$ cat src/hw/rtl/swtq_pkg.sv
package swtq_pkg;

    localparam int unsigned QUEUE_DEPTH_DEF = 64;
    localparam int unsigned KEY_MS_PER_S    = 1000;

    localparam int unsigned TERM_W  = 16;
    localparam int unsigned TAG_W   = 3;
    localparam int unsigned KEY_W   = 8;
    localparam int unsigned THINK_W = 24;
    localparam int unsigned TIME_W  = 32;
    localparam int unsigned FILL_W  = 7;

    localparam logic ACT_ENQ = 1'b0;
    localparam logic ACT_DEQ = 1'b1;

    typedef enum logic [1:0] {
        ST_ENQUEUED = 2'd0,
        ST_DEQUEUED = 2'd1,
        ST_FULL     = 2'd2,
        ST_EMPTY    = 2'd3
    } t_status;

    typedef enum logic [1:0] {
        S_IDLE,
        S_CALC,
        S_APPLY
    } t_state;

    typedef struct packed {
        logic capture;
        logic calc;
        logic apply;
    } t_cmd;

endpackage

$ cat src/hw/rtl/swtq_ctrl.sv
module swtq_ctrl (
    input  logic             i_clk,
    input  logic             i_rst_n,
    input  logic             i_in_valid,
    output logic             o_in_ready,
    output logic             o_out_valid,
    input  logic             i_out_ready,
    output swtq_pkg::t_cmd   o_cmd
);

    swtq_pkg::t_state r_state, n_state;
    logic             r_out_valid;
    logic             out_free;

    assign out_free    = !r_out_valid || i_out_ready;
    assign o_out_valid = r_out_valid;

    always_ff @(posedge i_clk) begin
        if (!i_rst_n) begin
            r_state     <= swtq_pkg::S_IDLE;
            r_out_valid <= 1'b0;
        end else begin
            r_state <= n_state;
            if (o_cmd.apply) begin
                r_out_valid <= 1'b1;
            end else if (i_out_ready) begin
                r_out_valid <= 1'b0;
            end
        end
    end

    always_comb begin
        n_state       = r_state;
        o_in_ready    = 1'b0;
        o_cmd.capture = 1'b0;
        o_cmd.calc    = 1'b0;
        o_cmd.apply   = 1'b0;
        case (r_state)
            swtq_pkg::S_IDLE: begin
                o_in_ready    = 1'b1;
                o_cmd.capture = i_in_valid;
                if (i_in_valid) begin
                    n_state = swtq_pkg::S_CALC;
                end
            end
            swtq_pkg::S_CALC: begin
                o_cmd.calc = 1'b1;
                n_state    = swtq_pkg::S_APPLY;
            end
            swtq_pkg::S_APPLY: begin
                // hold until the output word slot frees up
                if (out_free) begin
                    o_cmd.apply = 1'b1;
                    n_state     = swtq_pkg::S_IDLE;
                end
            end
            default: begin
                n_state = swtq_pkg::S_IDLE;
            end
        endcase
    end

endmodule

$ cat config.mk
export PLATFORM = sky130hd
export DESIGN_NAME = swtq_ctrl
export DESIGN_NICKNAME = d
export VERILOG_FILES = /design/src/hw/rtl/swtq_pkg.sv /design/src/hw/rtl/swtq_ctrl.sv
export SDC_FILE = /design/constraint.sdc
export NUM_CORES = 1
export LEC_CHECK = 0
export BUFFER_PORTS_ARGS = -buffer_cell sky130_fd_sc_hd__buf_2
export CORE_AREA = 2 2 39 41
export CTS_CLUSTER_DIAMETER = 200
export DETAILED_ROUTE_END_ITERATION = 8
export DIE_AREA = 0 0 41 43
export PLACE_DENSITY = 0.3
export SLEW_MARGIN = 30
export SYNTH_ARGS = -nofsm -noshare
export SYNTH_HDL_FRONTEND = slang
export SYNTH_SLANG_ARGS = --single-unit
$ cat constraint.sdc
create_clock -name i_clk -period 1 [get_ports i_clk]
set_input_delay 0 -clock i_clk [delete_from_list [all_inputs] [get_ports i_clk]]
set_output_delay 0 -clock i_clk [all_outputs]
set_load 0.05 [all_outputs]
==> impl_metrics.csv, run 1 <==
group,metric,value,unit
route,drt.antenna.violating_nets,0,
placement,pre_cts_slack,0.0829,ns
clocking,cts.sink_count,3,
setup_path,crit_path_end_kind,"primary output",
setup_path,crit_path_class,"register to primary output",
synthesis,yosys_warnings,0,
sta,max_slew.worst_pin.slew,0.248,ns
power_and_ir_drop,clock_power_share,0.478,
sta,final.setup.worst_slack,-0.00968,ns
power_and_ir_drop,leakage,0.129,nW
synthesis,portion_of_the_post_synthesis_area_used_by_sequential_elements,0.432,
finish,filler_cell_count,150,
sta,setup-violations-final,1,
floorplanning,initial_core_util,0.100,
clocking,cts.root.buffer_cell,"sky130_fd_sc_hd__clkbuf_4",
floorplanning,core_area,1380,um^2
run_status,failed_checks,"negative setup slack",
route,drt-total-wl,358,um
setup_path,r2r-start,"r_state[1]",
power_and_ir_drop,pwr-share-seq,0.287,
sta,final_min_period_over_clock_period,1.01,
power_and_ir_drop,combPwrFrac,0.235,
floorplanning,floorplan.io_pins,9,
floorplanning,die-area,1760,um^2
setup_path,worst_ep_required_time,1.00,ns
power_and_ir_drop,netSwitchingFraction,0.305,
sta,fin_skew,0.0108,ns
hold_path,min_delay_path_depth,3,
finish,area_growth,110,%
finish,most_common_cell_after_layout_fill_and_taps_aside,"sky130_fd_sc_hd__buf_2",
synthesis,syn-num-nets,17,
grt,number_of_global_route_vias_before_repair,134,
synthesis,synth.cell_area,139,um^2
placement,dp_cells,37,
finish,final_nets,31,
setup_path,cp_max_fo,5,
sta,hold_viol,0,
route,vias_per_cell,3.26,
route,drt-met1-wl,168,um
route,route.met3.wl,60,um
sta,timing.max_slew.rel_slack,0.836,
power_and_ir_drop,power,467,uW
route,dr_wl_met2,129,um
hold_path,min-delay-path-class,"input port to register",
sta,fin_setup_tns,-0.00968,ns
route,post-route-drc-count,0,
power_and_ir_drop,maximum_resistive_drop_on_vdd,0.000522,V
grt,gr-usage-all-layers,0.0481,
synthesis,postSynthAreaPerCell,10.7,um^2
placement,portBuffers,8,
setup_path,critical_path.startpoint_type,"register",
grt,antenna_found_initial,0,
synthesis,synth.lib_cells_used.distinct,10,
power_and_ir_drop,cellInternalPower,324,uW
sta,final_max_slew_viols,0,
finish,antenna_cells,0,
clocking,cts_tree,"done",
clocking,clk-insertion-delay-late,0.24,ns
setup_path,ff2ff_path_depth,2,
setup_path,timing.critical_path.arrival,1.01,ns
setup_path,startpoint,"r_state[1]",
finish,final_layout_size_suffix_gt1_frac,0.692,
power_and_ir_drop,power-per-cell-area,1600,nW/um^2
finish,commonest_non_fill_non_tap_cells_in_the_layout,"sky130_fd_sc_hd__buf_2, sky130_fd_sc_hd__clkbuf_4, sky130_fd_sc_hd__dfxtp_2, sky130_fd_sc_hd__buf_8",
sta,hold_slack,0.0750,ns
grt,grt_start_max_net_pins,6,
sta,setup_repair_after_global_routing_missed_its_margin,"true",
power_and_ir_drop,p_sw,143,uW
finish,stdcell_count,42,
clocking,cts_max_path_buffers,2,
sta,fmax,990,MHz
job,cap_violations,0,
synthesis,syn-instance-count,13,
sta,finalCriticalPeriod,1.01,ns
run_status,run_status,"complete, but fails checks",
route,drt_iter0_drc,3,
route,num_vias,137,
clocking,postCtsSetupBuffers,0,
floorplanning,die_w,41,um
synthesis,yosys_register_bits,3,
route,maxUsedRoutingLayer,"met3",
floorplanning,num_rows,14,
floorplanning,y_dimension_of_the_die,43,um
clocking,clk_pin_slew,0.04,ns
setup_path,reg2reg_setup_slack,0.13,ns
route,drt_wl_cell,8.52,um
setup_path,reg2reg_to,"r_state[1]",
grt,grt_first_pass_wirelength,538,um
clocking,clock_tree.htree_level_count,1,
grt,global_route.overflow_total,0,
setup_path,setup.worst_path.end,"o_cmd[1]",
placement,globalplace.congestion,0.555,
clocking,tritoncts_buffers,3,
route,dr.pass1.iters,3,
synth_stat cells, drive strengths merged:
| cell | count | area, um^2 |
|---|---|---|
| dfxtp | 3 | 60.1 |
| nand2b | 2 | 12.5 |
| a21boi | 1 | 7.51 |
| and2 | 1 | 6.26 |
| and2b | 1 | 10.0 |
| and4bb | 1 | 12.5 |
| nor2 | 1 | 3.75 |
| nor2b | 1 | 6.26 |
| nor3b | 1 | 12.5 |
| o21a | 1 | 7.51 |
layout make-up:
type	instances	area, um^2	area share
tap	16	20.0	0.0687
multi-input combinational	10	100	0.343
clock buffer	4	26.3	0.0901
sequential	3	66.3	0.227
timing repair buffer	9	78.8	0.270
cell families after synthesis:
group / share of synthesized area
simple gates: 0.459
compound gates: 0.108
flops: 0.432
metrics by stage:
| stage | util | instance area, um^2 |
|---|---|---|
| 6_report | 0.211 | 292 |
| 3_3_place_gp | 0.152 | 210 |
| 5_1_grt | 0.211 | 292 |
| 4_1_cts | 0.204 | 283 |
| 3_5_place_dp | 0.152 | 210 |
| 2_1_floorplan | - | 150 |
worst min-delay path by stage:
| stage | start | end | slack [ns] |
|---|---|---|---|
| final | i_out_ready | o_out_valid | 0.07 |
| after global routing | i_out_ready | o_out_valid | 0.09 |
| after CTS | i_out_ready | o_out_valid | 0.07 |
| after detailed placement | i_rst_n | r_state[1] | 0.24 |
| after global placement | i_rst_n | r_state[1] | 0.24 |
| after floorplan | i_rst_n | r_state[1] | 0.12 |
sequential cells by signal, indices dropped and copies added (netlist names):
| register | cells |
|---|---|
| r_state | 2 |
| o_out_valid | 1 |
worst max-delay path, stage by stage (launching register included):
cell                      delay, ns
sky130_fd_sc_hd__dfxtp_4       0.36
sky130_fd_sc_hd__and2b_4       0.26
sky130_fd_sc_hd__buf_8         0.14
metal layers:
metal  vias to the layer above  GRT usage
met1                        55     0.0575
li1                         70          -
met2                        12     0.0563
met4                         0     0.0200
met5                         -          0
met3                         0     0.0471
repair_timing:
action	in CTS	in global routing
setup endpoints to repair	3	4
hold endpoints to repair	1	0
hold buffers	1	0
gates resized for setup	10	4
power by group through the flow:
stage          clock, mW  combinational, mW  sequential [mW]
6_report           0.223              0.110            0.134
5_1_grt            0.239              0.115            0.135
4_1_cts            0.231              0.106            0.136
3_5_place_dp           0             0.0859            0.137
3_3_place_gp           0             0.0874            0.136
2_1_floorplan          0             0.0622            0.140
Note: power is estimated with default switching activity, not from simulation.
==> inputs of run 2 (changes only) <==
Settings changed: CAP_MARGIN from default to 40, SETUP_SLACK_MARGIN from default to 0.5.
==> impl_metrics.csv, run 2 (synthesis results as in run 1) <==
group,metric,value,unit
run_status,run_status,"finished clean",
floorplanning,num_rows,14,
finish,regMostFlops,"r_state",
setup_path,critical_path.startpoint_type,"register",
finish,final_layout_size_suffix_gt1_frac,0.720,
route,drt-total-wl,342,um
sta,setup_repair_after_global_routing_missed_its_margin,"true",
clocking,cts.sink_count,3,
power_and_ir_drop,power,450,uW
route,drt_iter0_drc,1,
placement,globalplace.congestion,0.556,
grt,number_of_global_route_vias_before_repair,153,
finish,multi_input_gate_area_in_the_final_layout,100,um^2
finish,area_growth,112,%
floorplanning,die-area,1760,um^2
setup_path,crit_path_end_kind,"primary output",
sta,final_max_slew_viols,0,
finish,final-seq-area,68.8,um^2
setup_path,ff2ff_path_depth,2,
sta,finalCriticalPeriod,0.988,ns
route,vias_per_cell,3.44,
finish,commonest_non_fill_non_tap_cells_in_the_layout,"sky130_fd_sc_hd__clkbuf_4, sky130_fd_sc_hd__buf_2, sky130_fd_sc_hd__buf_6",
setup_path,worst_ep_required_time,1.00,ns
setup_path,timing.critical_path.arrival,0.99,ns
clocking,tritoncts_buffers,3,
sta,timing.max_slew.rel_slack,0.890,
clocking,cts_tree,"done",
grt,globalRouteMet3Util,0.0524,
clocking,cts.root.buffer_cell,"sky130_fd_sc_hd__clkbuf_4",
finish,filler_cell_count,150,
route,num_vias,141,
setup_path,crit_path_class,"register to primary output",
hold_path,hold-path-endpoint,"r_state[1]",
power_and_ir_drop,power-per-cell-area,1530,nW/um^2
route,post-route-drc-count,0,
finish,final_nets,30,
grt,grt_busiest_layer,"met2",
setup_path,cp_max_fo,5,
clocking,clk_pin_slew,0.04,ns
finish,stdcell_count,41,
clocking,clk-insertion-delay-late,0.23,ns
sta,setup-violations-final,0,
sta,final.setup.worst_slack,0.0120,ns
setup_path,reg2reg_setup_slack,0.14,ns
placement,dp_cells,37,
floorplanning,core_area,1380,um^2
sta,hold_viol,0,
setup_path,r2r-start,"r_state[1]",
floorplanning,die_w,41,um
hold_path,hold_path.startpoint,"i_rst_n",
sta,final_min_period_over_clock_period,0.988,
sta,max_slew.worst_pin.slew,0.165,ns
clocking,cts_max_path_buffers,2,
floorplanning,floorplan.io_pins,9,
sta,fin_skew,0.00206,ns
floorplanning,y_dimension_of_the_die,43,um
clocking,clock_tree.htree_level_count,1,
grt,grt_first_pass_wirelength,669,um
job,cap_violations,0,
grt,grt_start_max_net_pins,6,
setup_path,startpoint,"r_state[1]",
hold_path,min_delay_path_depth,2,
clocking,postCtsSetupBuffers,0,
grt,antenna_found_initial,0,
placement,pre_cts_slack,0.0987,ns
finish,antenna_cells,0,
floorplanning,initial_core_util,0.100,
power_and_ir_drop,leakage,0.128,nW
setup_path,reg2reg_to,"r_state[1]",
grt,global_route.overflow_total,0,
route,drt_wl_cell,8.34,um
hold_path,min-delay-path-class,"input port to register",
route,dr.pass1.iters,2,
grt,grtUsageMet1,0.0707,
sta,fmax,1010,MHz
placement,portBuffers,8,
grt,gr-usage-all-layers,0.0582,
route,drt.antenna.violating_nets,0,
power_and_ir_drop,maximum_resistive_drop_on_vdd,0.000769,V
finish,largest_register_ff_count,2,
grt,met2_usage,0.0719,
## run 2: changes by cell type in the layout (fill, tap and decap cells not counted)
cell	previous run	this run
sky130_fd_sc_hd__buf_4	1	0
sky130_fd_sc_hd__a21boi_0	1	0
sky130_fd_sc_hd__dfxtp_2	2	1
sky130_fd_sc_hd__dfxtp_4	1	2
sky130_fd_sc_hd__buf_6	1	3
sky130_fd_sc_hd__buf_2	4	3
sky130_fd_sc_hd__a21boi_1	0	1
sky130_fd_sc_hd__dlygate4sd3_1	1	0
## run 2: area by class of cell
cell class,instances,area share
multi-input combinational,10,0.340
tap,16,0.0681
timing repair buffer,8,0.268
sequential,3,0.234
clock buffer,4,0.0894
## run 2: metrics by stage
stage / instance area [um^2] / hold WS (ns) / util / TNS, ns
floorplan: 153 / 0.117 / - / -0.108
global placement: 213 / 0.243 / 0.154 / 0
detailed placement: 213 / 0.242 / 0.154 / 0
CTS: 294 / -0.0000219 / 0.212 / 0
global route: 294 / 0.0201 / 0.212 / -0.107
finish: 294 / 0.00923 / 0.212 / 0
## run 2: how the worst max path moves through the flow
stage                            end  slack [ns]  cells past startpoint
after floorplan           r_state[0]       -0.10                      2
after global placement    r_state[1]        0.12                      2
after detailed placement  r_state[1]         0.1                      2
after CTS                   o_cmd[1]      0.0004                      2
after global routing        o_cmd[0]       -0.05                      3
final                       o_cmd[1]        0.01                      2
## run 2: metal layers
layer	routed length, um	vias to the layer above
li1	-	67
met1	145	63
met2	138	11
met3	58	0
met4	0	0
met5	0	-
## run 2: where the power goes
| part | switching [mW] | total (mW) | leakage (nW) | internal, mW |
|---|---|---|---|---|
| Combinational | 0.0617 | 0.112 | 0.0869 | 0.0501 |
| Clock | 0.0563 | 0.205 | 0.0150 | 0.149 |
| Sequential | 0.00896 | 0.132 | 0.0264 | 0.124 |
## run 2: repair_timing
action	4_1_cts	5_1_grt
gates resized for setup	16	0
endpoints found under the hold margin	1	0
pin swaps	1	1
setup endpoints to repair	8	8
## run 2: worst max-delay path: stages (launching register included)
cell	delay, ns
sky130_fd_sc_hd__dfxtp_4	0.36
sky130_fd_sc_hd__and2b_4	0.26
sky130_fd_sc_hd__buf_8	0.14
==> inputs of run 3 (changes only) <==
Settings changed: RECOVER_POWER from default to 100.
==> impl_metrics.csv, run 3 (synthesis results as in run 1) <==
group,metric,value,unit
setup_path,cp_slowest_cell,"sky130_fd_sc_hd__dfxtp_4",
grt,number_of_global_route_vias_before_repair,153,
floorplanning,y_dimension_of_the_die,43,um
floorplanning,floorplan.io_pins,9,
setup_path,worst_ep_required_time,1.00,ns
floorplanning,core_area,1380,um^2
clocking,clock_tree.htree_level_count,1,
power_and_ir_drop,power-per-cell-area,1580,nW/um^2
finish,most_common_cell_after_layout_fill_and_taps_aside,"sky130_fd_sc_hd__clkbuf_4",
sta,hold_slack,0.00821,ns
route,drt.antenna.violating_nets,0,
finish,final_nets,30,
placement,globalplace.congestion,0.556,
route,drt_wl_cell,8.37,um
setup_path,crit_buf_inv,1,
clocking,cts.root.buffer_cell,"sky130_fd_sc_hd__clkbuf_4",
hold_path,min-delay-path-class,"input port to register",
setup_path,worst_path_dominant_cell_family,"flip-flops",
setup_path,timing.critical_path.arrival,0.99,ns
clocking,clk_pin_slew,0.04,ns
setup_path,crit_path_end_kind,"primary output",
placement,pre_cts_slack,0.0987,ns
job,cap_violations,0,
route,drt_iter0_drc,1,
setup_path,critical_path.startpoint_type,"register",
power_and_ir_drop,power,443,uW
route,vias_per_cell,3.44,
finish,antenna_cells,0,
sta,fin_skew,0.00206,ns
setup_path,crit_path_class,"register to primary output",
setup_path,cpPeakStageDelay,0.36,ns
clocking,cts.sink_count,3,
sta,timing.max_slew.rel_slack,0.817,
sta,fmax,1010,MHz
floorplanning,die_w,41,um
clocking,clk-insertion-delay-late,0.23,ns
power_and_ir_drop,leakage,0.124,nW
sta,setup_repair_after_global_routing_missed_its_margin,"true",
sta,final_max_slew_viols,0,
finish,area_growth,102,%
clocking,cts_tree,"done",
finish,regMostFlops,"r_state",
finish,finished_core_util,0.203,
sta,final_min_period_over_clock_period,0.988,
clocking,tritoncts_buffers,3,
setup_path,cp_max_fo,5,
route,drt-total-wl,343,um
sta,final.setup.worst_slack,0.0120,ns
grt,global_route.overflow_total,0,
sta,finalCriticalPeriod,0.988,ns
floorplanning,num_rows,14,
floorplanning,initial_core_util,0.100,
finish,final_layout_size_suffix_gt1_frac,0.720,
finish,largest_register_ff_count,2,
grt,antenna_found_initial,0,
grt,grt_first_pass_wirelength,669,um
clocking,cts_max_path_buffers,2,
sta,setup-violations-final,0,
grt,gr-usage-all-layers,0.0582,
power_and_ir_drop,maximum_resistive_drop_on_vdd,0.000768,V
clocking,postCtsSetupBuffers,0,
route,post-route-drc-count,0,
finish,commonest_non_fill_non_tap_cells_in_the_layout,"sky130_fd_sc_hd__clkbuf_4, sky130_fd_sc_hd__buf_2, sky130_fd_sc_hd__dfxtp_4, sky130_fd_sc_hd__buf_6",
placement,portBuffers,8,
placement,dpl-instance-area,213,um^2
finish,finalInstanceArea,280,um^2
sta,max_slew.worst_pin.slew,0.276,ns
grt,grt_start_max_net_pins,6,
route,dr.pass1.iters,2,
floorplanning,die-area,1760,um^2
setup_path,timing.critical_path.cells,"and2b_4 > buf_8",
sta,hold_viol,0,
route,num_vias,141,
run_status,run_status,"finished clean",
## run 3: repair_timing
action	4_1_cts	5_1_grt
gates resized for setup	16	0
setup endpoints to repair	8	8
endpoints found under the hold margin	1	0
pin swaps	1	1
## run 3: layer usage
layer	GRT usage	up-vias	part of all wire
met4	0.0200	0	0
met5	0	-	0
li1	-	67	-
met3	0.0524	0	0.18
met1	0.0707	63	0.42
met2	0.0719	11	0.40
## run 3: power breakdown
part / leakage [nW] / switching, mW / internal, mW / total (mW)
Clock: 0.0150 / 0.0563 / 0.149 / 0.205
Sequential: 0.0264 / 0.00846 / 0.123 / 0.132
Combinational: 0.0828 / 0.0610 / 0.0449 / 0.106
Total: 0.124 / 0.126 / 0.317 / 0.443
## run 3: area by class of cell
| type | instances | area, um^2 |
|---|---|---|
| repair buffers | 8 | 65.1 |
| well taps | 16 | 20.0 |
| fillers | 153 | 1100 |
| flip-flops and latches | 3 | 68.8 |
| multi-input cells | 10 | 100 |
| clock buffers | 4 | 26.3 |
## run 3: worst paths after layout
kind	start	end	slack (ns)	cells past startpoint
worst max register to register	r_state[1]	r_state[1]	0.14	2
worst min-delay path	i_rst_n	r_state[1]	0.008	2
worst min register to register	o_out_valid	o_out_valid	0.52	2
worst max-delay path	r_state[1]	o_cmd[1]	0.01	2
## run 3: through the flow
stage | std cells | setup TNS (ns)
5_1_grt | 41 | -0.107
4_1_cts | 41 | 0
6_report | 41 | 0
2_1_floorplan | 13 | -0.108
3_3_place_gp | 37 | 0
3_5_place_dp | 37 | 0
## run 3: worst register-to-register path: stages (launching register included)
cell                      delay, ns
sky130_fd_sc_hd__dfxtp_4       0.38
sky130_fd_sc_hd__and2b_4       0.20
sky130_fd_sc_hd__o21a_1        0.17
